[src/lcdcs_pkg.sv]
// Shared types, constants and controller codes for the character display sequencer.
// Depends on nothing; every module of the block imports it.
`timescale 1ns / 1ps

package lcdcs_pkg;

  // display geometry
  localparam int VIS_COLS   = 16;
  localparam int ROW_STRIDE = 40;
  localparam int COL_W      = 4;
  localparam int CNT_W      = 6;
  localparam int NUM_RUNS   = 3;
  localparam int RUN_IDX_W  = 2;

  localparam logic [COL_W-1:0] LAST_COL     = COL_W'(VIS_COLS - 1);
  localparam logic [CNT_W-1:0] ROW_SHIFTS   = CNT_W'(ROW_STRIDE);
  localparam logic [CNT_W-1:0] WRAP_SHIFTS  = CNT_W'(ROW_STRIDE - VIS_COLS);
  localparam logic [CNT_W-1:0] ONE_SHIFT    = CNT_W'(1);

  // controller byte codes
  localparam logic [7:0] CODE_CLEAR       = 8'h01;
  localparam logic [7:0] CODE_SHIFT_RIGHT = 8'h14;
  localparam logic [7:0] CODE_SHIFT_LEFT  = 8'h10;
  localparam logic [7:0] CODE_SPACE       = 8'h20;

  // register select codes
  localparam logic RS_INSTR = 1'b0;
  localparam logic RS_DATA  = 1'b1;

  // queue between front and back
  localparam int QUEUE_DEPTH = 2;
  localparam int QUEUE_AW    = $clog2(QUEUE_DEPTH);

  typedef enum logic [2:0] {
    CMD_WRITE_CHAR = 3'd0,
    CMD_CLEAR      = 3'd1,
    CMD_CLEAR_EOL  = 3'd2,
    CMD_UP         = 3'd3,
    CMD_DOWN       = 3'd4,
    CMD_RIGHT      = 3'd5,
    CMD_LEFT       = 3'd6,
    CMD_SET_POS    = 3'd7
  } cmd_t;

  // one run of identical controller writes
  typedef struct packed {
    logic             rs;
    logic [7:0]       byte_val;
    logic [CNT_W-1:0] count;
  } run_t;

  // everything the back end needs to emit the results of one item
  typedef struct packed {
    run_t [NUM_RUNS-1:0]  runs;
    logic [RUN_IDX_W-1:0] n_runs;
    logic                 ok;
    logic                 row;
    logic [COL_W-1:0]     col;
  } plan_t;

  function automatic run_t mk_run(logic rs, logic [7:0] byte_val, logic [CNT_W-1:0] count);
    run_t r;
    r.rs       = rs;
    r.byte_val = byte_val;
    r.count    = count;
    return r;
  endfunction

endpackage

[src/char_lcd_cursor_command_sequencer.sv]
// Top level of the character display cursor sequencer: front end, plan queue, back end.
// Depends on lcdcs_pkg, lcdcs_front, lcdcs_queue and lcdcs_back.
// Accepted items are registered in the plan queue; out_ ports show the queue head.
// Throughput: one item per cycle while the two-entry plan queue has room; the back end
// gives one result per cycle while out_pop is high, and an item has 1 to 3 results.
// Reset: cursor at the top left, queue empty, no result pending.
`timescale 1ns / 1ps

module char_lcd_cursor_command_sequencer (
  input  logic                        clk,
  input  logic                        rst_n,
  input  logic                        in_push,
  output logic                        in_full,
  input  logic [2:0]                  in_command,
  input  logic [7:0]                  in_char_code,
  input  logic                        in_target_row,
  input  logic [lcdcs_pkg::COL_W-1:0] in_target_column,
  output logic                        out_empty,
  input  logic                        out_pop,
  output logic                        out_has_write,
  output logic                        out_register_select,
  output logic [7:0]                  out_byte_value,
  output logic [lcdcs_pkg::CNT_W-1:0] out_repeat_count,
  output logic                        out_ok,
  output logic                        out_cursor_row,
  output logic [lcdcs_pkg::COL_W-1:0] out_cursor_column,
  output logic                        out_last
);
  import lcdcs_pkg::*;

  plan_t front_plan, head_plan;
  logic  accept, plan_pop;

  assign accept = in_push && !in_full;

  // front end: cursor tracking and classification
  lcdcs_front u_front (
    .clk           (clk),
    .rst_n         (rst_n),
    .accept        (accept),
    .command       (in_command),
    .char_code     (in_char_code),
    .target_row    (in_target_row),
    .target_column (in_target_column),
    .plan          (front_plan)
  );

  // plan queue
  lcdcs_queue u_queue (
    .clk   (clk),
    .rst_n (rst_n),
    .push  (in_push),
    .din   (front_plan),
    .full  (in_full),
    .pop   (plan_pop),
    .dout  (head_plan),
    .empty (out_empty)
  );

  // back end: result sequencing
  lcdcs_back u_back (
    .clk                 (clk),
    .rst_n               (rst_n),
    .plan                (head_plan),
    .plan_empty          (out_empty),
    .plan_pop            (plan_pop),
    .out_pop             (out_pop),
    .out_has_write       (out_has_write),
    .out_register_select (out_register_select),
    .out_byte_value      (out_byte_value),
    .out_repeat_count    (out_repeat_count),
    .out_ok              (out_ok),
    .out_cursor_row      (out_cursor_row),
    .out_cursor_column   (out_cursor_column),
    .out_last            (out_last)
  );

  // refused command is a single result with no write
  a_refused_single: assert property (@(posedge clk) disable iff (!rst_n)
    (!out_empty && !out_ok) |-> (!out_has_write && out_last))
    else $error("refused command has a write or more than one result");

  // every write run repeats at least once
  a_run_nonzero: assert property (@(posedge clk) disable iff (!rst_n)
    (!out_empty && out_has_write) |-> (out_repeat_count != '0))
    else $error("write result with zero repeat count");

  // an item accepted into an empty block shows up the next cycle
  a_latency: assert property (@(posedge clk) disable iff (!rst_n)
    (accept && out_empty) |=> !out_empty)
    else $error("accepted item did not reach the result side");

  // queue is empty and has room on the first edge after reset is released
  a_reset_state: assert property (@(posedge clk)
    (rst_n && $past(!rst_n)) |-> (out_empty && !in_full))
    else $error("queue not empty after reset");

endmodule

[src/lcdcs_front.sv]
// Front end: tracks the cursor and turns each accepted item into a plan of write runs.
// Depends on lcdcs_pkg.
`timescale 1ns / 1ps

module lcdcs_front (
  input  logic                      clk,
  input  logic                      rst_n,
  input  logic                      accept,
  input  logic [2:0]                command,
  input  logic [7:0]                char_code,
  input  logic                      target_row,
  input  logic [lcdcs_pkg::COL_W-1:0] target_column,
  output lcdcs_pkg::plan_t          plan
);
  import lcdcs_pkg::*;

  logic             row_r, row_nxt;
  logic [COL_W-1:0] col_r, col_nxt;
  logic [RUN_IDX_W-1:0] idx;
  logic [COL_W-1:0] eol_cnt;

  // cursor register, top left after reset
  always_ff @(posedge clk) begin
    if (!rst_n) begin
      row_r <= 1'b0;
      col_r <= '0;
    end else if (accept) begin
      row_r <= row_nxt;
      col_r <= col_nxt;
    end
  end

  assign eol_cnt = LAST_COL - col_r;

  // classify the command and pack its runs in order
  always_comb begin
    plan    = '0;
    idx     = '0;
    row_nxt = row_r;
    col_nxt = col_r;
    plan.ok = 1'b1;
    unique case (cmd_t'(command))
      CMD_WRITE_CHAR: begin
        plan.runs[idx] = mk_run(RS_DATA, char_code, ONE_SHIFT);
        idx = idx + 1'b1;
        if (col_r == LAST_COL) begin
          // skip the hidden part of the row, wrap to the other row
          plan.runs[idx] = mk_run(RS_INSTR, CODE_SHIFT_RIGHT, WRAP_SHIFTS);
          idx = idx + 1'b1;
          col_nxt = '0;
          row_nxt = ~row_r;
        end else begin
          col_nxt = col_r + 1'b1;
        end
      end
      CMD_CLEAR: begin
        plan.runs[idx] = mk_run(RS_INSTR, CODE_CLEAR, ONE_SHIFT);
        idx = idx + 1'b1;
        row_nxt = 1'b0;
        col_nxt = '0;
      end
      CMD_CLEAR_EOL: begin
        if (col_r == LAST_COL) begin
          plan.ok = 1'b0;
        end else begin
          plan.runs[idx] = mk_run(RS_DATA, CODE_SPACE, CNT_W'(eol_cnt));
          idx = idx + 1'b1;
          plan.runs[idx] = mk_run(RS_INSTR, CODE_SHIFT_LEFT, CNT_W'(eol_cnt));
          idx = idx + 1'b1;
        end
      end
      CMD_UP: begin
        if (!row_r) begin
          plan.ok = 1'b0;
        end else begin
          plan.runs[idx] = mk_run(RS_INSTR, CODE_SHIFT_LEFT, ROW_SHIFTS);
          idx = idx + 1'b1;
          row_nxt = 1'b0;
        end
      end
      CMD_DOWN: begin
        if (row_r) begin
          plan.ok = 1'b0;
        end else begin
          plan.runs[idx] = mk_run(RS_INSTR, CODE_SHIFT_RIGHT, ROW_SHIFTS);
          idx = idx + 1'b1;
          row_nxt = 1'b1;
        end
      end
      CMD_RIGHT: begin
        if (col_r == LAST_COL) begin
          plan.ok = 1'b0;
        end else begin
          plan.runs[idx] = mk_run(RS_INSTR, CODE_SHIFT_RIGHT, ONE_SHIFT);
          idx = idx + 1'b1;
          col_nxt = col_r + 1'b1;
        end
      end
      CMD_LEFT: begin
        if (col_r == '0) begin
          plan.ok = 1'b0;
        end else begin
          plan.runs[idx] = mk_run(RS_INSTR, CODE_SHIFT_LEFT, ONE_SHIFT);
          idx = idx + 1'b1;
          col_nxt = col_r - 1'b1;
        end
      end
      CMD_SET_POS: begin
        if ({1'b0, target_column} >= (COL_W + 1)'(VIS_COLS)) begin
          plan.ok = 1'b0;
        end else begin
          // row change, back to column zero, then out to the target column
          if (target_row != row_r) begin
            plan.runs[idx] = mk_run(RS_INSTR, target_row ? CODE_SHIFT_RIGHT : CODE_SHIFT_LEFT,
                                    ROW_SHIFTS);
            idx = idx + 1'b1;
          end
          if (col_r != '0) begin
            plan.runs[idx] = mk_run(RS_INSTR, CODE_SHIFT_LEFT, CNT_W'(col_r));
            idx = idx + 1'b1;
          end
          if (target_column != '0) begin
            plan.runs[idx] = mk_run(RS_INSTR, CODE_SHIFT_RIGHT, CNT_W'(target_column));
            idx = idx + 1'b1;
          end
          row_nxt = target_row;
          col_nxt = target_column;
        end
      end
      default: plan.ok = 1'b0;
    endcase
    plan.n_runs = idx;
    plan.row    = row_nxt;
    plan.col    = col_nxt;
  end

endmodule

[src/lcdcs_queue.sv]
// Short plan queue that decouples the front end from the back end.
// Depends on lcdcs_pkg.
`timescale 1ns / 1ps

module lcdcs_queue (
  input  logic             clk,
  input  logic             rst_n,
  input  logic             push,
  input  lcdcs_pkg::plan_t din,
  output logic             full,
  input  logic             pop,
  output lcdcs_pkg::plan_t dout,
  output logic             empty
);
  import lcdcs_pkg::*;

  plan_t                entry_r [QUEUE_DEPTH];
  logic [QUEUE_AW-1:0]  wr_ptr_r, rd_ptr_r;
  logic [QUEUE_AW:0]    count_r;
  logic                 do_push, do_pop;

  assign full    = (count_r == (QUEUE_AW + 1)'(QUEUE_DEPTH));
  assign empty   = (count_r == '0);
  assign do_push = push && !full;
  assign do_pop  = pop && !empty;
  assign dout    = entry_r[rd_ptr_r];

  // pointers and fill count
  always_ff @(posedge clk) begin
    if (!rst_n) begin
      wr_ptr_r <= '0;
      rd_ptr_r <= '0;
      count_r  <= '0;
    end else begin
      if (do_push) wr_ptr_r <= wr_ptr_r + 1'b1;
      if (do_pop)  rd_ptr_r <= rd_ptr_r + 1'b1;
      if (do_push && !do_pop)      count_r <= count_r + 1'b1;
      else if (do_pop && !do_push) count_r <= count_r - 1'b1;
    end
  end

  // storage
  always_ff @(posedge clk) begin
    if (do_push) entry_r[wr_ptr_r] <= din;
  end

endmodule

[src/lcdcs_back.sv]
// Back end: walks the runs of the plan at the queue head, one result per pop.
// Depends on lcdcs_pkg.
`timescale 1ns / 1ps

module lcdcs_back (
  input  logic                        clk,
  input  logic                        rst_n,
  input  lcdcs_pkg::plan_t            plan,
  input  logic                        plan_empty,
  output logic                        plan_pop,
  input  logic                        out_pop,
  output logic                        out_has_write,
  output logic                        out_register_select,
  output logic [7:0]                  out_byte_value,
  output logic [lcdcs_pkg::CNT_W-1:0] out_repeat_count,
  output logic                        out_ok,
  output logic                        out_cursor_row,
  output logic [lcdcs_pkg::COL_W-1:0] out_cursor_column,
  output logic                        out_last
);
  import lcdcs_pkg::*;

  logic [RUN_IDX_W-1:0] k_r, k_nxt;
  logic [RUN_IDX_W-1:0] last_idx;
  logic                 take;
  run_t                 cur_run;

  // a plan with no runs still yields one result
  assign last_idx = (plan.n_runs == '0) ? '0 : plan.n_runs - 1'b1;
  assign cur_run  = plan.runs[k_r];
  assign take     = out_pop && !plan_empty;

  assign out_has_write       = (plan.n_runs != '0);
  assign out_register_select = cur_run.rs;
  assign out_byte_value      = cur_run.byte_val;
  assign out_repeat_count    = cur_run.count;
  assign out_ok              = plan.ok;
  assign out_cursor_row      = plan.row;
  assign out_cursor_column   = plan.col;
  assign out_last            = (k_r == last_idx);
  assign plan_pop            = take && out_last;

  // run index within the head plan
  always_comb begin
    k_nxt = k_r;
    if (take) k_nxt = out_last ? '0 : k_r + 1'b1;
  end

  always_ff @(posedge clk) begin
    if (!rst_n) k_r <= '0;
    else        k_r <= k_nxt;
  end

endmodule
[config.mk]
export PLATFORM = sky130hd
export DESIGN_NAME = char_lcd_cursor_command_sequencer
export DESIGN_NICKNAME = d
export VERILOG_FILES = /design/src/lcdcs_pkg.sv /design/src/char_lcd_cursor_command_sequencer.sv /design/src/lcdcs_front.sv /design/src/lcdcs_queue.sv /design/src/lcdcs_back.sv
export SDC_FILE = /design/constraint.sdc
export NUM_CORES = 1
export LEC_CHECK = 0
export ABC_AREA = 0
export BUFFER_PORTS_ARGS = -buffer_cell sky130_fd_sc_hd__buf_2
export CAP_MARGIN = 20
export CORE_AREA = 5 5 114 116
export DETAILED_ROUTE_END_ITERATION = 16
export DIE_AREA = 0 0 119 121
export PLACE_DENSITY_LB_ADDON = 0.25
export SLEW_MARGIN = 0
export SYNTH_ARGS = -nofsm -noshare
export SYNTH_HDL_FRONTEND = slang
export SYNTH_HIERARCHICAL = 1
export SYNTH_SLANG_ARGS = --single-unit
[constraint.sdc]
create_clock -name clk -period 3.1 [get_ports clk]
set_input_delay 0.31 -clock clk [delete_from_list [all_inputs] [get_ports clk]]
set_output_delay 0.31 -clock clk [all_outputs]
set_load 0.05 [all_outputs]
==> reports/results.tsv, run 1 <==
metric	value	unit
post-place setup slack	0.691	ns
Max-slew headroom	38.0	%
vias in the first global route	3757	
Synth top area share	53.0	%
ys async rst share	0	%
# diodes	0	
Area Growth Syn to Fin	12.2	%
number of synthesized flops with an enable pin	106	
final core utilization	57.0	%
max_cap viols	0	
post-layout minimum cycle time	2.45	ns
crit share post-route	79.1	%
GR Util met3	5.22	%
global-route wire length before repair	18.9	mm
Site Rows	40	
Power Total	5.46	mW
mean post-synth cell area	12.4	sq um
critical path endpoint	u_queue/entry_r[1][23]	
Hold Crit Class	input port to flip-flop	
required time of the critical path	3.23	ns
pins over their slew limit	0	
post-synth top area cell	edfxtp_1	
slew of the pin with the lowest slew margin	0.922	ns
number of routed nets with antenna violations	0	
setup TNS	0	ns
# resized after CTS	0	
reg2reg start	u_front/col_r[0]	
CP startpoint	u_front/col_r[0]	
Crit Path Max Fanout	7	
final setup fails	0	
Die H	121	um
post-CTS setup buffer count	0	
commonest non-fill, non-tap cell in the layout	edfxtp_1	
met1 Usage GRT	21.5	%
commonest cells after routing, fill and taps aside	106 x edfxtp_1, 53 x mux2_2, 44 x buf_2	
Ports	45	
f_max	408	MHz
synth unique cells	67	
CTS root buffer	clkbuf_16	
clk buf depth	2	
Reg clk slew, reported paths	0.06	ns
clk sink count	118	
global placer's final weighted congestion	0.913	
H-tree depth	4	
Worst R2R Setup Slack	0.65	ns
Core Region	0.0118	sq mm
final hold violation count	0	
top cells by area, synth	edfxtp_1 53%, mux2_2 9.9%, dfxtp_1 4.0%	
Synthesis Warnings	6	
outcome	finished clean	
Crit Path Class	flip-flop to flip-flop	
antenna violations before repair	0	
share of cells above drive strength 1	28.7	%
predominant post-synthesis flop cell	edfxtp_1	
DP HPWL	7.49	mm
crit start category	flip-flop	
GR met2 Demand/Resource	27.0	%
Total Routing Usage GR	16.8	%
Non-Filler Instances	676	
DRT iter0 DRCs	307	
R2R depth	7	
maximum vdd drop	0.574	mV
FF+latch count, synth	118	
synthesized area	0.00600	sq mm
Placed Cells	644	
Overflow after GRT	0	
CTS Hold Bufs	0	
Cells after Synth	483	
Clock Skew	0.0130	ns
worst reg2reg endpoint	u_queue/entry_r[1][23]	
cts bufs inserted	17	
Fill cells	994	
final wirelength	11.6	mm
layer with the highest usage	met2	
DRC Markers	0	
worst-skew pair later-pin latency	0.41	ns
Initial Util	50.8	%
Net count, final	543	
DIE WIDTH	119	um
CTS tree	done	
final worst slack	0.648	ns
post-synthesis sequential area ratio	57.0	%
CP Capture Type	flip-flop	
Die Area	0.0144	sq mm
Lkg Pwr	2.43	nW
RSZ-0062 raised after global routing	false	
pin count of the biggest net entering global routing	54	
Worst Path Arrival	2.58	ns
Via density	5.52	
pwr/cell area	811	mW/mm^2
vias	3732	
DR WL/cell	17.1	um
Detailed Routing Iterations Pass 1	5	
PortBufs	44	
## synth_stat cells (3+ instances only)
| library cell | n |
|---|---|
| mux2i_1 | 18 |
| and3_1 | 9 |
| nand2_1 | 43 |
| buf_6 | 3 |
| o21a_1 | 3 |
| inv_1 | 8 |
| a31oi_1 | 6 |
| nand2b_1 | 3 |
| and2_1 | 10 |
| nor2_1 | 16 |
| mux2_2 | 53 |
| nand3_1 | 9 |
| xnor2_1 | 6 |
| edfxtp_1 | 106 |
| o21ai_1 | 22 |
| a22oi_1 | 3 |
| clkbuf_1 | 5 |
| a21o_1 | 3 |
| buf_4 | 32 |
| o22ai_1 | 5 |
| nor2b_1 | 3 |
| or3_1 | 4 |
| ha_1 | 7 |
| a21oi_1 | 14 |
| dfxtp_1 | 12 |
| o21ai_0 | 14 |
| buf_2 | 11 |
| nor3_1 | 8 |
## per-layer routing
| layer | wire length (um) | vias to the layer above |
|---|---|---|
| li1 | - | 1820 |
| met1 | 5220 | 1812 |
| met2 | 5690 | 92 |
| met3 | 556 | 8 |
| met4 | 119 | 0 |
| met5 | 0 | - |
## cell type report
class	instances	area (sq um)	area share, %
inverter	12	50.0	0.743
timing repair buffer	51	273	4.05
clock buffer	17	425	6.32
sequential	118	3420	50.8
multi-input combinational	316	2220	33.0
tap	147	184	2.73
clock inverter	15	156	2.32
## flip-flops by register name (all words and copies together), names as in the netlist, named ones only
register          flops
u_front/col_r         4
u_back/k_r            2
u_queue/count_r       2
u_queue/rd_ptr_r      1
u_front/row_r         1
u_queue/wr_ptr_r      1
u_queue/entry_r     106
## metrics by stage
step	hold WS, ns	instance area, sq um
after global routing	0.206	6740
after floorplan	0.428	6070
final	0.210	6740
after global placement	0.498	6150
after CTS	0.183	6740
after detailed placement	0.523	6150
## kinds of logic (layout without fill, tap and decap cells)
group	count (synthesis)	count (layout)	share of synthesized area, %
and+or+nand+nor	120	120	10.4
DFF	118	118	57.0
AOI/OAI and AO/OA	93	93	9.92
muxes	71	71	12.9
buffers and inverters	66	95	7.17
adders and majority gates	7	7	1.46
xor gates and xnor gates	7	7	1.02
other	1	18	0.0625
## worst min path at each step
stage | startpoint | end | slack [ns] | cells after the start
after floorplan | rst_n | u_queue/wr_ptr_r | 0.43 | 1
after global placement | u_queue/count_r[1] | u_queue/count_r[1] | 0.50 | 2
after detailed placement | u_queue/count_r[1] | u_queue/count_r[1] | 0.52 | 2
after CTS | in_char_code[7] | u_queue/entry_r[0][21] | 0.18 | 2
after global routing | in_char_code[6] | u_queue/entry_r[1][20] | 0.21 | 2
final | in_char_code[6] | u_queue/entry_r[1][20] | 0.21 | 2
## power by group
| group | total (mW) | internal [mW] | switching (mW) |
|---|---|---|---|
| logic | 1.47 | 0.483 | 0.986 |
| clock network | 1.88 | 1.18 | 0.703 |
| registers | 2.11 | 2.02 | 0.0920 |
| total | 5.46 | 3.68 | 1.78 |
## worst max-delay path, cell delays in order, from the launching register on
cell	delay, ns
dfxtp_1	0.38
inv_1	0.14
ha_1	0.21
or3b_1	0.52
ha_1	0.41
and2_1	0.22
a22oi_1	0.16
o21ai_0	0.14
Note: power is estimated with default switching activity, not from simulation.
==> run 2: changes to the inputs <==
==> constraint.sdc (replaced) <==
create_clock -name clk -period 2.3 [get_ports clk]
set_input_delay 0.23 -clock clk [delete_from_list [all_inputs] [get_ports clk]]
set_output_delay 0.23 -clock clk [all_outputs]
set_load 0.05 [all_outputs]
==> reports/results.tsv, run 2 (same netlist as run 1, synthesis figures left out) <==
metric	value	unit
outcome	finished clean	
vias in the first global route	3961	
Crit Path Class	flip-flop to flip-flop	
global-route wire length before repair	20.2	mm
cts bufs inserted	17	
Initial Util	50.8	%
DP HPWL	8.17	mm
max reg flops	106	
Core Region	0.0118	sq mm
antenna violations before repair	0	
pwr/cell area	1100	mW/mm^2
global placer's final weighted congestion	0.854	
DR WL/cell	18.1	um
Die Area	0.0144	sq mm
pin count of the biggest net entering global routing	54	
Clock Skew	0.00843	ns
Site Rows	40	
Top reg by flops	u_queue/entry_r	
Area Growth Syn to Fin	16.2	%
commonest non-fill, non-tap cell in the layout	edfxtp_1	
final wirelength	12.6	mm
crit share post-route	95.7	%
RSZ-0062 raised after global routing	false	
PortBufs	44	
Total Routing Usage GR	18.1	%
DIE WIDTH	119	um
maximum vdd drop	0.834	mV
# diodes	0	
Post-Route Hold Slack	0.124	ns
Overflow after GRT	0	
Detailed Routing Iterations Pass 1	5	
worst-skew pair later-pin latency	0.41	ns
crit start category	flip-flop	
final core utilization	59.1	%
Reg clk slew, reported paths	0.06	ns
H-tree depth	4	
Hold Crit Class	input port to flip-flop	
clk buf depth	2	
commonest cells after routing, fill and taps aside	106 x edfxtp_1, 51 x mux2_2, 44 x buf_2	
Metal-1 WL	5.75	mm
CP Capture Type	flip-flop	
DRC Markers	0	
Top Registers	u_queue/entry_r x106, u_front/col_r x4	
vias	3914	
max_cap viols	0	
Crit Path Max Fanout	8	
f_max	454	MHz
CTS tree	done	
setup TNS	0	ns
met2 routed WL	5.97	mm
CTS Hold Bufs	0	
wire length on met3	543	um
final hold violation count	0	
final setup fails	0	
slew of the pin with the lowest slew margin	0.510	ns
pins over their slew limit	0	
number of routed nets with antenna violations	0	
Max-slew headroom	66.0	%
Worst Path Arrival	2.55	ns
Die H	121	um
Ports	45	
Via density	5.63	
Net count, final	563	
share of cells above drive strength 1	31.9	%
highest routed layer	met4	
Lkg Pwr	2.58	nW
required time of the critical path	2.65	ns
clk sink count	118	
post-layout minimum cycle time	2.20	ns
CTS root buffer	clkbuf_16	
DRT iter0 DRCs	306	
[run 2: cell types whose count changed in the layout (fill, tap and decap cells not counted), moves of 3 or more]
| cell | change |
|---|---|
| buf_4 | +17 |
| clkinvlp_4 | -7 |
| buf_12 | +3 |
| clkinv_2 | +3 |
[run 2: final cells by class]
| type | instances | area (sq um) |
|---|---|---|
| fill | 955 | 4830 |
| sequential | 118 | 3430 |
| multi-input combinational | 316 | 2250 |
| timing repair buffer | 71 | 460 |
| clock buffer | 19 | 433 |
| tap | 147 | 184 |
| clock inverter | 12 | 160 |
| inverter | 12 | 57.6 |
[run 2: path summary, 6_finish.rpt]
path / start / end / slack (ns) / cells after the start
max reg2reg: flip-flop / u_queue/count_r[1] / 0.1 / 7
min reg2reg: u_queue/count_r[1] / u_queue/count_r[1] / 0.58 / 2
min: in_char_code[3] / u_queue/entry_r[0][17] / 0.12 / 2
max: flip-flop / u_queue/count_r[1] / 0.1 / 7
[run 2: critical path: stages (launching register included)]
cell	delay [ns]
dfxtp_4	0.37
mux2_4	0.34
or3_4	0.34
a21boi_2	0.13
o21ai_1	0.10
ha_1	0.35
or3_1	0.36
a21boi_1	0.14
[run 2: stage by stage]
stage	total power, mW	setup WS (ns)	area, sq um	cells
2_1_floorplan	4.58	-0.0350	6110	500
3_3_place_gp	4.99	0.120	6350	663
5_1_grt	8.02	0.00751	6980	695
6_report	7.69	0.0982	6980	695
3_5_place_dp	5.02	0.0614	6350	663
4_1_cts	7.72	0.0151	6950	694
[run 2: repair_timing]
item,4_1_cts,5_1_grt
buffers inserted,0,1
endpoints found under the hold margin,0,0
pin swaps,0,1
gates resized for setup,2,9
endpoints found under the setup margin,15,39
gates cloned,0,0
[run 2: layer usage]
| metal | vias up | GRT usage [%] |
|---|---|---|
| met5 | - | 0 |
| met4 | 0 | 7.46 |
| met3 | 25 | 5.31 |
| met2 | 106 | 29.3 |
| met1 | 1919 | 22.8 |
| li1 | 1864 | - |
[run 2: report_power, final]
group          switching, mW  total (mW)  internal (mW)
Clock                  0.887        2.67           1.78
Combinational           1.41        2.18          0.771
Sequential             0.117        2.84           2.72
==> run 3: changes to the inputs <==
--- a/config.mk
+++ b/config.mk
@@ -9,6 +9,7 @@
 export BUFFER_PORTS_ARGS = -buffer_cell sky130_fd_sc_hd__buf_2
 export CAP_MARGIN = 20
 export CORE_AREA = 5 5 114 116
+export CTS_BUF_LIST = sky130_fd_sc_hd__clkbuf_16
 export DETAILED_ROUTE_END_ITERATION = 16
 export DIE_AREA = 0 0 119 121
 export PLACE_DENSITY_LB_ADDON = 0.25
==> reports/results.tsv, run 3 (same netlist as run 1, synthesis figures left out) <==
metric	value	unit
slew of the pin with the lowest slew margin	0.512	ns
Via density	5.65	
max incr delay on CP	0.37	ns
clk sink count	118	
# diodes	0	
final hold violation count	0	
Reg clk slew, reported paths	0.06	ns
Placed Cells	663	
crit start category	flip-flop	
layer with the highest usage	met2	
Initial Util	50.8	%
Total Routing Usage GR	18.1	%
final core utilization	59.1	%
Reg power frac	37.0	%
antenna violations before repair	0	
Ports	45	
DP HPWL	8.17	mm
clk buf depth	2	
DIE WIDTH	119	um
RSZ-0062 raised after global routing	false	
commonest cells after routing, fill and taps aside	106 x edfxtp_1, 51 x mux2_2, 44 x buf_2	
Top Registers	u_queue/entry_r x106, u_front/col_r x4	
vias	3930	
final wirelength	12.6	mm
sw power	2.42	mW
post-layout minimum cycle time	2.20	ns
H-tree depth	4	
Switching Share	31.4	%
Crit Path Max Fanout	8	
Final Instance Area	0.00698	sq mm
vias in the first global route	3961	
GR Util met3	5.31	%
Die H	121	um
Clock Power Share	34.7	%
Core Region	0.0118	sq mm
global placer's final weighted congestion	0.854	
GR met2 Demand/Resource	29.3	%
Non-Filler Instances	695	
maximum vdd drop	0.833	mV
Power Total	7.68	mW
crit path buf inv count	0	
f_max	455	MHz
Hold Crit Class	input port to flip-flop	
cts bufs inserted	17	
CP Capture Type	flip-flop	
pwr/cell area	1100	mW/mm^2
CTS root buffer	clkbuf_16	
Lkg Pwr	2.59	nW
PortBufs	44	
max_cap viols	0	
pins over their slew limit	0	
Detailed Routing Iterations Pass 1	5	
number of routed nets with antenna violations	0	
slowest stage cell, crit path	dfxtp_4	
DRT iter0 DRCs	302	
Top reg by flops	u_queue/entry_r	
share of cells above drive strength 1	31.9	%
Placed Area	0.00635	sq mm
worst-skew pair later-pin latency	0.41	ns
max reg flops	106	
Overflow after GRT	0	
Worst path top cell family by delay	simple AND/OR/NAND/NOR gates	
DRC Markers	0	
met1 Usage GRT	22.8	%
DR WL/cell	18.1	um
Site Rows	40	
CTS Hold Bufs	0	
Worst Path Arrival	2.55	ns
Max-slew headroom	65.9	%
Crit Path Class	flip-flop to flip-flop	
Clock Skew	0.00861	ns
Area Growth Syn to Fin	16.2	%
Net count, final	563	
commonest non-fill, non-tap cell in the layout	edfxtp_1	
global-route wire length before repair	20.2	mm
CTS tree	done	
final setup fails	0	
crit share post-route	95.6	%
Die Area	0.0144	sq mm
Comb pwr share	28.4	%
pin count of the biggest net entering global routing	54	
crit path cell chain	mux2_4 -> or3_4 -> a21boi_2 -> o21ai_1 -> ha_1 -> xor2_1 -> or3_1 -> a21boi_1	
required time of the critical path	2.65	ns
outcome	finished clean	
Fill cells	955	
Int Power	5.27	mW
-- run 3: cell types whose count changed in the layout (fill, tap and decap cells not counted), sizes merged --
cell	before	now
inv	11	13
clkbuf	19	17
-- run 3: what timing repair did --
item | CTS | global route
buffers inserted | 0 | 1
pin swaps | 0 | 1
setup endpoints to repair | 15 | 39
gates resized for setup | 2 | 9
hold endpoints to repair | 0 | 0
-- run 3: final timing paths --
| path | end | slack (ns) | from | cells past startpoint |
|---|---|---|---|---|
| max | u_queue/count_r[1] | 0.10 | flip-flop | 8 |
| min | u_queue/entry_r[0][17] | 0.12 | in_char_code[3] | 2 |
| max reg2reg | u_queue/count_r[1] | 0.10 | flip-flop | 8 |
| min reg2reg | u_queue/count_r[1] | 0.58 | u_queue/count_r[1] | 2 |
-- run 3: final cells by class --
class,instances,area (sq um),area share (%)
clock inverters,14,168,2.40
clock buffers,17,425,6.10
well taps,147,184,2.64
repair buffers,71,460,6.60
inverters,12,57.6,0.825
flip-flops and latches,118,3430,49.2
multi-input cells,316,2250,32.3
-- run 3: power groups by stage --
stage | logic [mW] | clock network [mW] | registers [mW]
floorplan | 1.74 | 0 | 2.85
global placement | 2.13 | 0 | 2.86
detailed placement | 2.14 | 0 | 2.88
CTS | 2.16 | 2.71 | 2.84
global route | 2.33 | 2.81 | 2.87
finish | 2.18 | 2.66 | 2.84
-- run 3: routing by layer --
layer	share of wire, %	wire, um	vias up
met4	2.3	294	0
met3	4.5	566	23
met1	45	5690	1927
met5	0	0	-
li1	-	-	1866
met2	48	6000	114
-- run 3: per-stage QoR --
stage / worst slack (ns) / setup TNS (ns) / hold slack (ns)
final: 0.100 / 0 / 0.124
after detailed placement: 0.0614 / 0 / 0.544
after global placement: 0.120 / 0 / 0.530
after floorplan: -0.0350 / -1.86 / 0.348
after global routing: 0.00749 / 0 / 0.129
after CTS: 0.0149 / 0 / 0.112
